==> config.mk <==
export PLATFORM = sky130hd
export DESIGN_NAME = mist_pulse_scheduler
export DESIGN_NICKNAME = d
export VERILOG_FILES = /design/src/rtl/mps_pkg.sv /design/src/rtl/mist_pulse_scheduler.sv
export SDC_FILE = /design/constraint.sdc
export NUM_CORES = 1
export LEC_CHECK = 0
export BUFFER_PORTS_ARGS = -buffer_cell sky130_fd_sc_hd__buf_2
export CORE_MARGIN = 2
export CORE_UTILIZATION = 60
export CTS_BUF_LIST = sky130_fd_sc_hd__clkbuf_8
export CTS_CLUSTER_DIAMETER = 40
export DETAILED_ROUTE_END_ITERATION = 8
export PLACE_DENSITY = 0.89
export RECOVER_POWER = 100
export SETUP_SLACK_MARGIN = 0.02
export SLEW_MARGIN = 20
export SYNTH_ARGS = -nofsm -noshare
export SYNTH_HDL_FRONTEND = slang
export SYNTH_SLANG_ARGS = --single-unit
==> constraint.sdc <==
create_clock -name clk -period 10.8 [get_ports clk]
set_clock_uncertainty 0.15 [all_clocks]
set_input_delay 2.16 -clock clk [delete_from_list [all_inputs] [get_ports clk]]
set_output_delay 2.16 -clock clk [all_outputs]
set_load 0.01 [all_outputs]
==> src/rtl/mps_pkg.sv <==
// ============================================================================
// mps_pkg: shared types and constants for the mist pulse scheduler
// Holds the command, owner and register index codes, the field widths and
// the reset values of the configuration registers.
// ============================================================================
`timescale 1ns / 1ps

package mps_pkg;

    localparam int CmdW      = 2;
    localparam int SecondsW  = 3;
    localparam int OwnerW    = 2;
    localparam int IntervalW = 24;
    localparam int PulseW    = 16;
    localparam int TpsW      = 16;
    localparam int LengthW   = 18;
    localparam int CfgIndexW = 2;
    localparam int CfgDataW  = 24;

    localparam logic [CmdW-1:0] CMD_TICK   = 2'd0;
    localparam logic [CmdW-1:0] CMD_MANUAL = 2'd1;
    localparam logic [CmdW-1:0] CMD_AUTO   = 2'd2;

    localparam logic [OwnerW-1:0] OWNER_NONE   = 2'd0;
    localparam logic [OwnerW-1:0] OWNER_MANUAL = 2'd1;
    localparam logic [OwnerW-1:0] OWNER_AUTO   = 2'd2;

    localparam logic [CfgIndexW-1:0] REG_AUTO_INTERVAL = 2'd0;
    localparam logic [CfgIndexW-1:0] REG_AUTO_PULSE    = 2'd1;
    localparam logic [CfgIndexW-1:0] REG_TICKS_PER_SEC = 2'd2;

    localparam logic [IntervalW-1:0] INTERVAL_RESET = 24'd1800000;
    localparam logic [PulseW-1:0]    PULSE_RESET    = 16'd3000;
    localparam logic [TpsW-1:0]      TPS_RESET      = 16'd1000;

    localparam logic [LengthW-1:0] ELAPSED_MAX = 18'h3FFFF;

    typedef struct packed {
        logic              relay_on;
        logic [OwnerW-1:0] pulse_owner;
        logic              auto_active;
        logic              accepted;
        logic              changed;
    } result_t;

endpackage

==> src/rtl/mist_pulse_scheduler.sv <==
// ============================================================================
// mist_pulse_scheduler: relay pulse timer shared by manual and auto sources
// Each item is a tick, a manual trigger or an auto enable change; each
// produces one status result. State updates in the cycle an item is taken.
// ============================================================================
//
//  Channel  Signals                                   Direction  Handshake
//  item     item_valid item_stall command             in         valid/stall
//           pulse_seconds auto_request
//  result   result_valid result_stall relay_on        out        valid/stall
//           pulse_owner auto_active accepted changed
//  cfg      cfg_valid cfg_ready cfg_index cfg_data    in         valid/ready
//
//  One item is taken per cycle while item_stall is low; its result is registered.
//  Scheduler state updates on the same edge that takes the item.
//  A two-entry output buffer (result register plus skid register) lets a new
//  item enter while a result waits; item_stall rises only when both are full.
//  Reset clears the timer state and loads the default register values.
//  cfg_ready is always high.
//
`timescale 1ns / 1ps

module mist_pulse_scheduler
    import mps_pkg::*;
(
    input  logic                 clk,
    input  logic                 rst_n,
    input  logic                 item_valid,
    output logic                 item_stall,
    input  logic [CmdW-1:0]      command,
    input  logic [SecondsW-1:0]  pulse_seconds,
    input  logic                 auto_request,
    output logic                 result_valid,
    input  logic                 result_stall,
    output logic                 relay_on,
    output logic [OwnerW-1:0]    pulse_owner,
    output logic                 auto_active,
    output logic                 accepted,
    output logic                 changed,
    input  logic                 cfg_valid,
    output logic                 cfg_ready,
    input  logic [CfgIndexW-1:0] cfg_index,
    input  logic [CfgDataW-1:0]  cfg_data
);

    // Configuration registers.
    logic [IntervalW-1:0] interval_reg;
    logic [PulseW-1:0]    auto_pulse_reg;
    logic [TpsW-1:0]      tps_reg;

    // Scheduler state.
    logic                 running_reg, running_next;
    logic [OwnerW-1:0]    owner_reg, owner_next;
    logic [LengthW-1:0]   elapsed_reg, elapsed_next;
    logic [LengthW-1:0]   length_reg, length_next;
    logic                 auto_en_reg, auto_en_next;
    logic [IntervalW-1:0] countdown_reg, countdown_next;

    // Output buffer.
    logic    out_valid_reg, out_valid_next;
    logic    skid_valid_reg, skid_valid_next;
    result_t out_reg, out_next;
    result_t skid_reg, skid_next;
    result_t res;

    logic take;
    logic take_item;

    logic [LengthW-1:0]   elapsed_inc;
    logic                 pulse_ends;
    logic                 run_after_end;
    logic [IntervalW-1:0] countdown_dec;
    logic                 auto_start;
    logic                 manual_ok;
    logic [LengthW-1:0]   manual_len;
    logic [LengthW-1:0]   tps_ext;

    assign cfg_ready  = 1'b1;
    assign item_stall = skid_valid_reg;
    assign take_item  = item_valid && !skid_valid_reg;
    assign take       = out_valid_reg && !result_stall;

    always_ff @(posedge clk or negedge rst_n)
    begin
        if (!rst_n)
        begin
            interval_reg   <= INTERVAL_RESET;
            auto_pulse_reg <= PULSE_RESET;
            tps_reg        <= TPS_RESET;
        end
        else if (cfg_valid && cfg_ready)
        begin
            case (cfg_index)
                REG_AUTO_INTERVAL: interval_reg   <= cfg_data;
                REG_AUTO_PULSE:    auto_pulse_reg <= cfg_data[PulseW-1:0];
                REG_TICKS_PER_SEC: tps_reg        <= cfg_data[TpsW-1:0];
                default:           ;
            endcase
        end
    end

    // Tick path: the running pulse is checked for expiry before the auto
    // cycle gets its chance to start a new one.
    always_comb
    begin
        tps_ext     = {{(LengthW-TpsW){1'b0}}, tps_reg};
        elapsed_inc = (elapsed_reg < ELAPSED_MAX) ? elapsed_reg + 1'b1 : elapsed_reg;
        pulse_ends  = running_reg && (elapsed_inc >= length_reg);
        run_after_end = running_reg && !pulse_ends;
        countdown_dec = (countdown_reg != '0) ? countdown_reg - 1'b1 : countdown_reg;
        auto_start  = auto_en_reg && (countdown_dec == '0) && !run_after_end;
        manual_ok   = !running_reg && (pulse_seconds >= 3'd1) && (pulse_seconds <= 3'd3);
        case (pulse_seconds[1:0])
            2'd1:    manual_len = tps_ext;
            2'd2:    manual_len = {tps_ext[LengthW-2:0], 1'b0};
            2'd3:    manual_len = {tps_ext[LengthW-2:0], 1'b0} + tps_ext;
            default: manual_len = '0;
        endcase

        running_next   = running_reg;
        owner_next     = owner_reg;
        elapsed_next   = elapsed_reg;
        length_next    = length_reg;
        auto_en_next   = auto_en_reg;
        countdown_next = countdown_reg;
        res            = '0;

        case (command)
            CMD_TICK:
            begin
                if (running_reg)
                begin
                    elapsed_next = elapsed_inc;
                end
                if (pulse_ends)
                begin
                    running_next = 1'b0;
                    owner_next   = OWNER_NONE;
                end
                if (auto_en_reg)
                begin
                    countdown_next = countdown_dec;
                end
                if (auto_start)
                begin
                    running_next   = 1'b1;
                    owner_next     = OWNER_AUTO;
                    length_next    = {{(LengthW-PulseW){1'b0}}, auto_pulse_reg};
                    elapsed_next   = '0;
                    countdown_next = interval_reg;
                end
                res.accepted = auto_start;
                res.changed  = pulse_ends || auto_start;
            end
            CMD_MANUAL:
            begin
                if (manual_ok)
                begin
                    running_next = 1'b1;
                    owner_next   = OWNER_MANUAL;
                    length_next  = manual_len;
                    elapsed_next = '0;
                end
                res.accepted = manual_ok;
                res.changed  = manual_ok;
            end
            CMD_AUTO:
            begin
                if (auto_request != auto_en_reg)
                begin
                    auto_en_next = auto_request;
                    if (auto_request)
                    begin
                        countdown_next = interval_reg;
                    end
                end
                res.accepted = (auto_request != auto_en_reg);
                res.changed  = (auto_request != auto_en_reg);
            end
            default: ;
        endcase

        res.relay_on    = running_next;
        res.pulse_owner = owner_next;
        res.auto_active = auto_en_next;
    end

    // Output buffer steering.
    always_comb
    begin
        out_valid_next  = out_valid_reg;
        skid_valid_next = skid_valid_reg;
        out_next        = out_reg;
        skid_next       = skid_reg;
        if (take)
        begin
            if (skid_valid_reg)
            begin
                out_next        = skid_reg;
                skid_valid_next = 1'b0;
            end
            else if (take_item)
            begin
                out_next = res;
            end
            else
            begin
                out_valid_next = 1'b0;
            end
        end
        else if (take_item)
        begin
            if (!out_valid_reg)
            begin
                out_next       = res;
                out_valid_next = 1'b1;
            end
            else
            begin
                skid_next       = res;
                skid_valid_next = 1'b1;
            end
        end
    end

    always_ff @(posedge clk or negedge rst_n)
    begin
        if (!rst_n)
        begin
            running_reg    <= 1'b0;
            owner_reg      <= OWNER_NONE;
            elapsed_reg    <= '0;
            length_reg     <= '0;
            auto_en_reg    <= 1'b0;
            countdown_reg  <= '0;
            out_valid_reg  <= 1'b0;
            skid_valid_reg <= 1'b0;
        end
        else
        begin
            if (take_item)
            begin
                running_reg   <= running_next;
                owner_reg     <= owner_next;
                elapsed_reg   <= elapsed_next;
                length_reg    <= length_next;
                auto_en_reg   <= auto_en_next;
                countdown_reg <= countdown_next;
            end
            out_valid_reg  <= out_valid_next;
            skid_valid_reg <= skid_valid_next;
        end
    end

    always_ff @(posedge clk)
    begin
        out_reg  <= out_next;
        skid_reg <= skid_next;
    end

    assign result_valid = out_valid_reg;
    assign relay_on     = out_reg.relay_on;
    assign pulse_owner  = out_reg.pulse_owner;
    assign auto_active  = out_reg.auto_active;
    assign accepted     = out_reg.accepted;
    assign changed      = out_reg.changed;

    // The skid register only fills behind a waiting result.
    a_skid_behind_out: assert property (@(posedge clk) disable iff (!rst_n)
        skid_valid_reg |-> out_valid_reg)
        else $error("skid entry without a result in the output register");

    // A running pulse always has an owner, and an idle relay has none.
    a_owner_matches_run: assert property (@(posedge clk) disable iff (!rst_n)
        running_reg == (owner_reg != OWNER_NONE))
        else $error("pulse owner disagrees with running flag");

    // Whatever takes effect changes the reported state.
    a_accept_changes: assert property (@(posedge clk) disable iff (!rst_n)
        (out_valid_reg && out_reg.accepted) |-> out_reg.changed)
        else $error("accepted result without a state change");

    // A result leaving the buffer is replaced by the skid entry.
    a_skid_drains: assert property (@(posedge clk) disable iff (!rst_n)
        (take && skid_valid_reg) |=> (out_valid_reg && !skid_valid_reg))
        else $error("skid entry not moved into the output register");

endmodule

==> run metrics, run 1 <==
Async SR Flop Fraction 91.04%; Worst Setup End Kind async pin; Final WS setup 3835 ps; crit path cell chain clkbuf_1 > clkbuf_1; worst vdd ir 0.0001351 V; largest net degree at the start of global routing 70; Non-Filler Instances 1074; Max Clk Rate 143.6 MHz; status finished with violations; synth warn 0; top cell family by delay on the critical path buffers and inverters; Setup CP Type input pin to async pin; vias in the first global route 6380; DP HPWL 13730 um; hold path startpoint interval_reg[11]; vias per inst 6.349; failing checks capacitance limit, slew limit; cell mode on critical path clkbuf_1; Die Area 14950 um^2; WL/cell 17.88 um; max incr delay on CP 2470 ps; Final Power 1.743 mW; GRT Total Usage 27.06%; post-CTS sizing 0; WHS Path Cells 1; Post-synth EDFFs 12; Hold Violations, Final 0; total power divided by cell area 194.1 nW/um^2; CTS tree yes; clk_lat worst skew 450 ps; Final Setup Violations 0; Routed Antenna Nets 0; Ports 46; Synth cell types 79; Die Wd 122.3 um; R2R Path Start elapsed_reg[0]; floorplan row count 43; HP Class register to register; nets 956; Area contributors post-synth dfrtp_1 (29%), mux2_2 (9.1%), dfstp_2 (7.5%); Placer Congestion 0.9837; Placement Setup Slack 5008 ps; Synth top area share 29.22%; initial core utilization 60.93%; final instance area 8976 um^2; total wire length 19210 um; slowest CP cell clkbuf_1; CTS max path bufs 2; drt pass-1 iters 5; setup_tns 0 ps; Slew HR -138.4%; Core Util, Final 65.17%; share of layout cells above drive strength 1 18.90%; Post-Syn Nets 935; synth cell count leaders dfrtp_1 (98), nand2_1 (72), mux2_2 (68); r2r endpoint length_reg[17]; grt total ovfl 0; count leader, synth dfrtp_1; Mapped Cells 860; Pleak 3.778 nW; Worst Path Max Fanout 69; Crit path required time 10620 ps; DP Area 8667 um^2; maxcap violations 4; initial antenna violation count 0; Worst Tran Pin Value 3577 ps; WHS Endpoint interval_reg[11]; Hold WS 356.3 ps; Clock Sinks 134; Worst setup SP type input pin; minimum clock period after layout 6965 ps; first-pass GRT wire length 31660 um; clock slew seen by the registers of the worst setup and hold paths 80 ps; Core Box Area 13770 um^2; Mean Syn Cell Area 9.758 um^2; cell taking the most area after synthesis dfrtp_1; CTS root buf clkbuf_8; Reg2Reg Depth 17; Worst Path Buf+Inv 2; H-tree levels 4; fin crit share 64.49%; post-synthesis sequential area ratio 41.03%; drt initial violations 700; final-report max-slew violation count 196; Yosys reg bits 134; diode count 0; dpl cells 1042; Die Span Y 122.3 um; worst reg2reg setup slack 4170 ps; top_reg_cell synth dfrtp_1; area grow syn2layout 6.963%; Worst Path Arrival 6790 ps; RSZ-0062 raised after global routing no; Post-CTS Hold Buffers 0; Post-Syn Area 8392 um^2; Via Count 6819; total CTS buffers 17; post-CTS setup buffer count 0; port buffer count 44; detailed-route DRC error count 0
worst max-delay path by stage:
stage / from / to / slack (ps) / cells past startpoint
after floorplan: elapsed_reg[6] / pulse_owner[0] / 5850 / 19
after global placement: elapsed_reg[0] / length_reg[17] / 5190 / 17
after detailed placement: elapsed_reg[6] / length_reg[17] / 5010 / 17
after CTS: elapsed_reg[0] / length_reg[17] / 4960 / 17
after global routing: rst_n / countdown_reg[4] / 2630 / 2
final: rst_n / countdown_reg[13] / 3840 / 2
cells in the final DEF, fill, tap and decap left out, types with 15 or more instances in the layout:
cell type  count
inv_1         47
nor4_1        16
dfrtp_1       98
a221o_1       15
nor3_1        22
a21oi_1       42
buf_2         32
xnor2_1       22
clkbuf_8      17
ha_1          37
nand3_1       20
o21ai_0       52
nand2_1       73
mux2_2        67
nor2_1        48
dfstp_2       24
logic make-up (layout without fill, tap and decap cells):
family / count (synthesis) / count (layout) / synth area share (%)
AOI/OAI and AO/OA: 231 / 231 / 19.44
other: 1 / 1 / 0.04469
xor gates and xnor gates: 30 / 30 / 3.131
muxes: 76 / 76 / 10.08
adders and majority gates: 38 / 38 / 5.755
and+or+nand+nor: 255 / 255 / 15.66
buffers and inverters: 95 / 129 / 4.861
DFF: 134 / 134 / 41.03
area by class of cell:
type                            count  area, um^2
Timing Repair Buffer               51       250.2
Multi-Input combinational cell    631        4522
Fill cell                        1125        4797
Tap cell                          180       225.2
Clock buffer                       17       234.0
Clock inverter                     15       128.9
Sequential cell                   134        3443
Inverter                           46       172.7
report_power, final:
part,switching (mW),internal [mW]
logic,0.312,0.257
registers,0.131,0.654
clock network,0.207,0.182
total,0.650,1.09
routing by layer:
metal,up-vias,global-route usage [%],share of wire [%]
li1,3255,-,-
met1,3275,36.70,44
met2,248,42.60,48
met3,41,6.459,6.2
met4,0,9.770,2.4
met5,-,0,0
Power figures use the tool's default switching activity.
==> run 2, diff against run 1 <==
clock period = 7.21 ns   (was 10.8 ns; I/O delays follow)
==> run 2 against run 1 <==
Net effect: sequential cell count did not move; the flow still finishes with violations (capacitance limit, slew limit); largest power group unchanged; worst setup slack got worse by 2500 ps; cell count barely moved; critical endpoint is now countdown_reg[6]; global-route usage rose by 0.78 points; die area did not move; register-to-register slack got worse by 2800 ps.
==> run metrics, run 2 (synthesized netlist as in run 1, its figures left out) <==
Placer Congestion 0.9539; Via Count 6945; status finished with violations; RSZ-0062 raised after global routing no; Die Area 14950 um^2; H-tree levels 4; max incr delay on CP 760 ps; Die Span Y 122.3 um; Die Wd 122.3 um; clock slew seen by the registers of the worst setup and hold paths 70 ps; post-CTS sizing 0; first-pass GRT wire length 32520 um; largest net degree at the start of global routing 65; fin crit share 81.67%; total wire length 19850 um; Core Util, Final 65.95%; final-report max-slew violation count 125; Slew HR -106.2%; vias per inst 6.473; nets 955; minimum clock period after layout 5888 ps; cell-internal power 1.800 mW; initial core utilization 60.93%; Ports 46; dpl cells 1041; Core Box Area 13770 um^2; crit path launch elapsed_reg[6]; slowest CP cell nand2_1; commonest non-fill, non-tap cell in the layout dfrtp_1; drt initial violations 794; vias in the first global route 6520; crit path cell chain and4_1 > nand4_1 > or3_1 > nand4_1 > or2_2 > nor2_1 > nand3_1 > xnor2_1 > ha_1 > nand3_1 > or3_1 > o31a_1 > a311oi_1 > or4b_1 > nand2_1 > o21ai_0 > a221o_1; failing checks capacitance limit, slew limit; post-CTS setup buffer count 0; clk_lat worst skew 470 ps; floorplan row count 43; HP Class register to register; Pleak 3.829 nW; proportion of power drawn by the clock network 26.8%; R2R Path Start elapsed_reg[6]; Psw 0.9709 mW; share of layout cells above drive strength 1 19.04%; total CTS buffers 17; Final WS setup 1322 ps; drt pass-1 iters 5; Flop pwr share 42.5%; Final Setup Violations 0; most frequent cells in the layout dfrtp_1 (98), nand2_1 (73), mux2_2 (67), o21ai_0 (52), nor2_1 (48); Worst Tran Pin Value 3093 ps; grt total ovfl 0; WL/cell 18.50 um; Post-CTS Hold Buffers 0; port buffer count 44; Routed Antenna Nets 0; maxcap violations 2; switching share of total power 35.03%; GRT Total Usage 27.84%; Max Clk Rate 169.8 MHz; initial antenna violation count 0; diode count 0; fill count 1128; Worst setup SP type register; worst vdd ir 0.0002582 V; detailed-route DRC error count 0; Worst Path Max Fanout 26; DP HPWL 13820 um; Clock Sinks 134; Setup CP Type register to register; Worst Path Arrival 6080 ps; Crit path required time 7410 ps; Placement Setup Slack 1860 ps; hold path startpoint auto_pulse_reg[15]; CTS root buf clkbuf_8; Logic pwr share 30.7%; setup_tns 0 ps; Non-Filler Instances 1073; CTS max path bufs 2; Hold Violations, Final 0; area grow syn2layout 8.245%; CTS tree yes; total power divided by cell area 305.1 nW/um^2; Worst Setup End Kind register
==> run 2: cell count changes in the layout (fill, tap and decap cells not counted), sizes merged <==
| cell | delta |
|---|---|
| inv | -6 |
| bufinv | +4 |
| clkbuf | +3 |
| buf | -1 |
| clkinvlp | -1 |
==> run 2: final cells by class <==
type	count	area [um^2]	area share, %
multi-input combinational	631	4523	49.79
clock inverter	12	200.2	2.204
tap	180	225.2	2.479
sequential	134	3443	37.91
clock buffer	20	275.3	3.030
timing repair buffer	50	244.0	2.686
inverter	46	172.7	1.901
==> run 2: power by group through the flow <==
stage               Sequential [mW]  Clock (mW)  Combinational [mW]
floorplan                      1.11           0               0.677
global route                   1.21       0.781               0.960
finish                         1.18       0.743               0.850
CTS                            1.17       0.751               0.852
global placement               1.17           0               0.811
detailed placement             1.18           0               0.844
==> run 2: worst paths after layout <==
check                                      to  slack (ps)  cells past startpoint
setup reg to reg             countdown_reg[6]        1320                     17
hold / removal             auto_pulse_reg[15]         360                      1
setup / recovery             countdown_reg[6]        1320                     17
hold reg to reg            auto_pulse_reg[15]         360                      1
max in group asynchronous   countdown_reg[14]        2270                      2
min in group asynchronous      elapsed_reg[2]        1830                      1
==> run 2: routing by layer <==
metal  GRT usage (%)  routed length, um  part of all wire, %
met1           38.52               8626                   43
met2           42.74               9184                   46
met3           5.623               1391                  7.0
met4           12.14                644                  3.2
met5               0                  0                    0
==> run 2: through the flow <==
stage | total power, mW | hold WS, ps | cell area [um^2]
2_1_floorplan | 1.786 | 322.2 | 8392
3_3_place_gp | 1.984 | 333.0 | 8660
3_5_place_dp | 2.025 | 343.2 | 8660
4_1_cts | 2.772 | 356.3 | 9135
5_1_grt | 2.946 | 380.6 | 9084
6_report | 2.771 | 356.5 | 9084
==> run 2: critical path, delay by kind of cell, from the launching register on <==
kind,cells,cell delay [ps]
simple gates,11,3540
flops,1,430
compound gates,4,1200
fa+ha+maj,1,270
xor+xnor,1,180
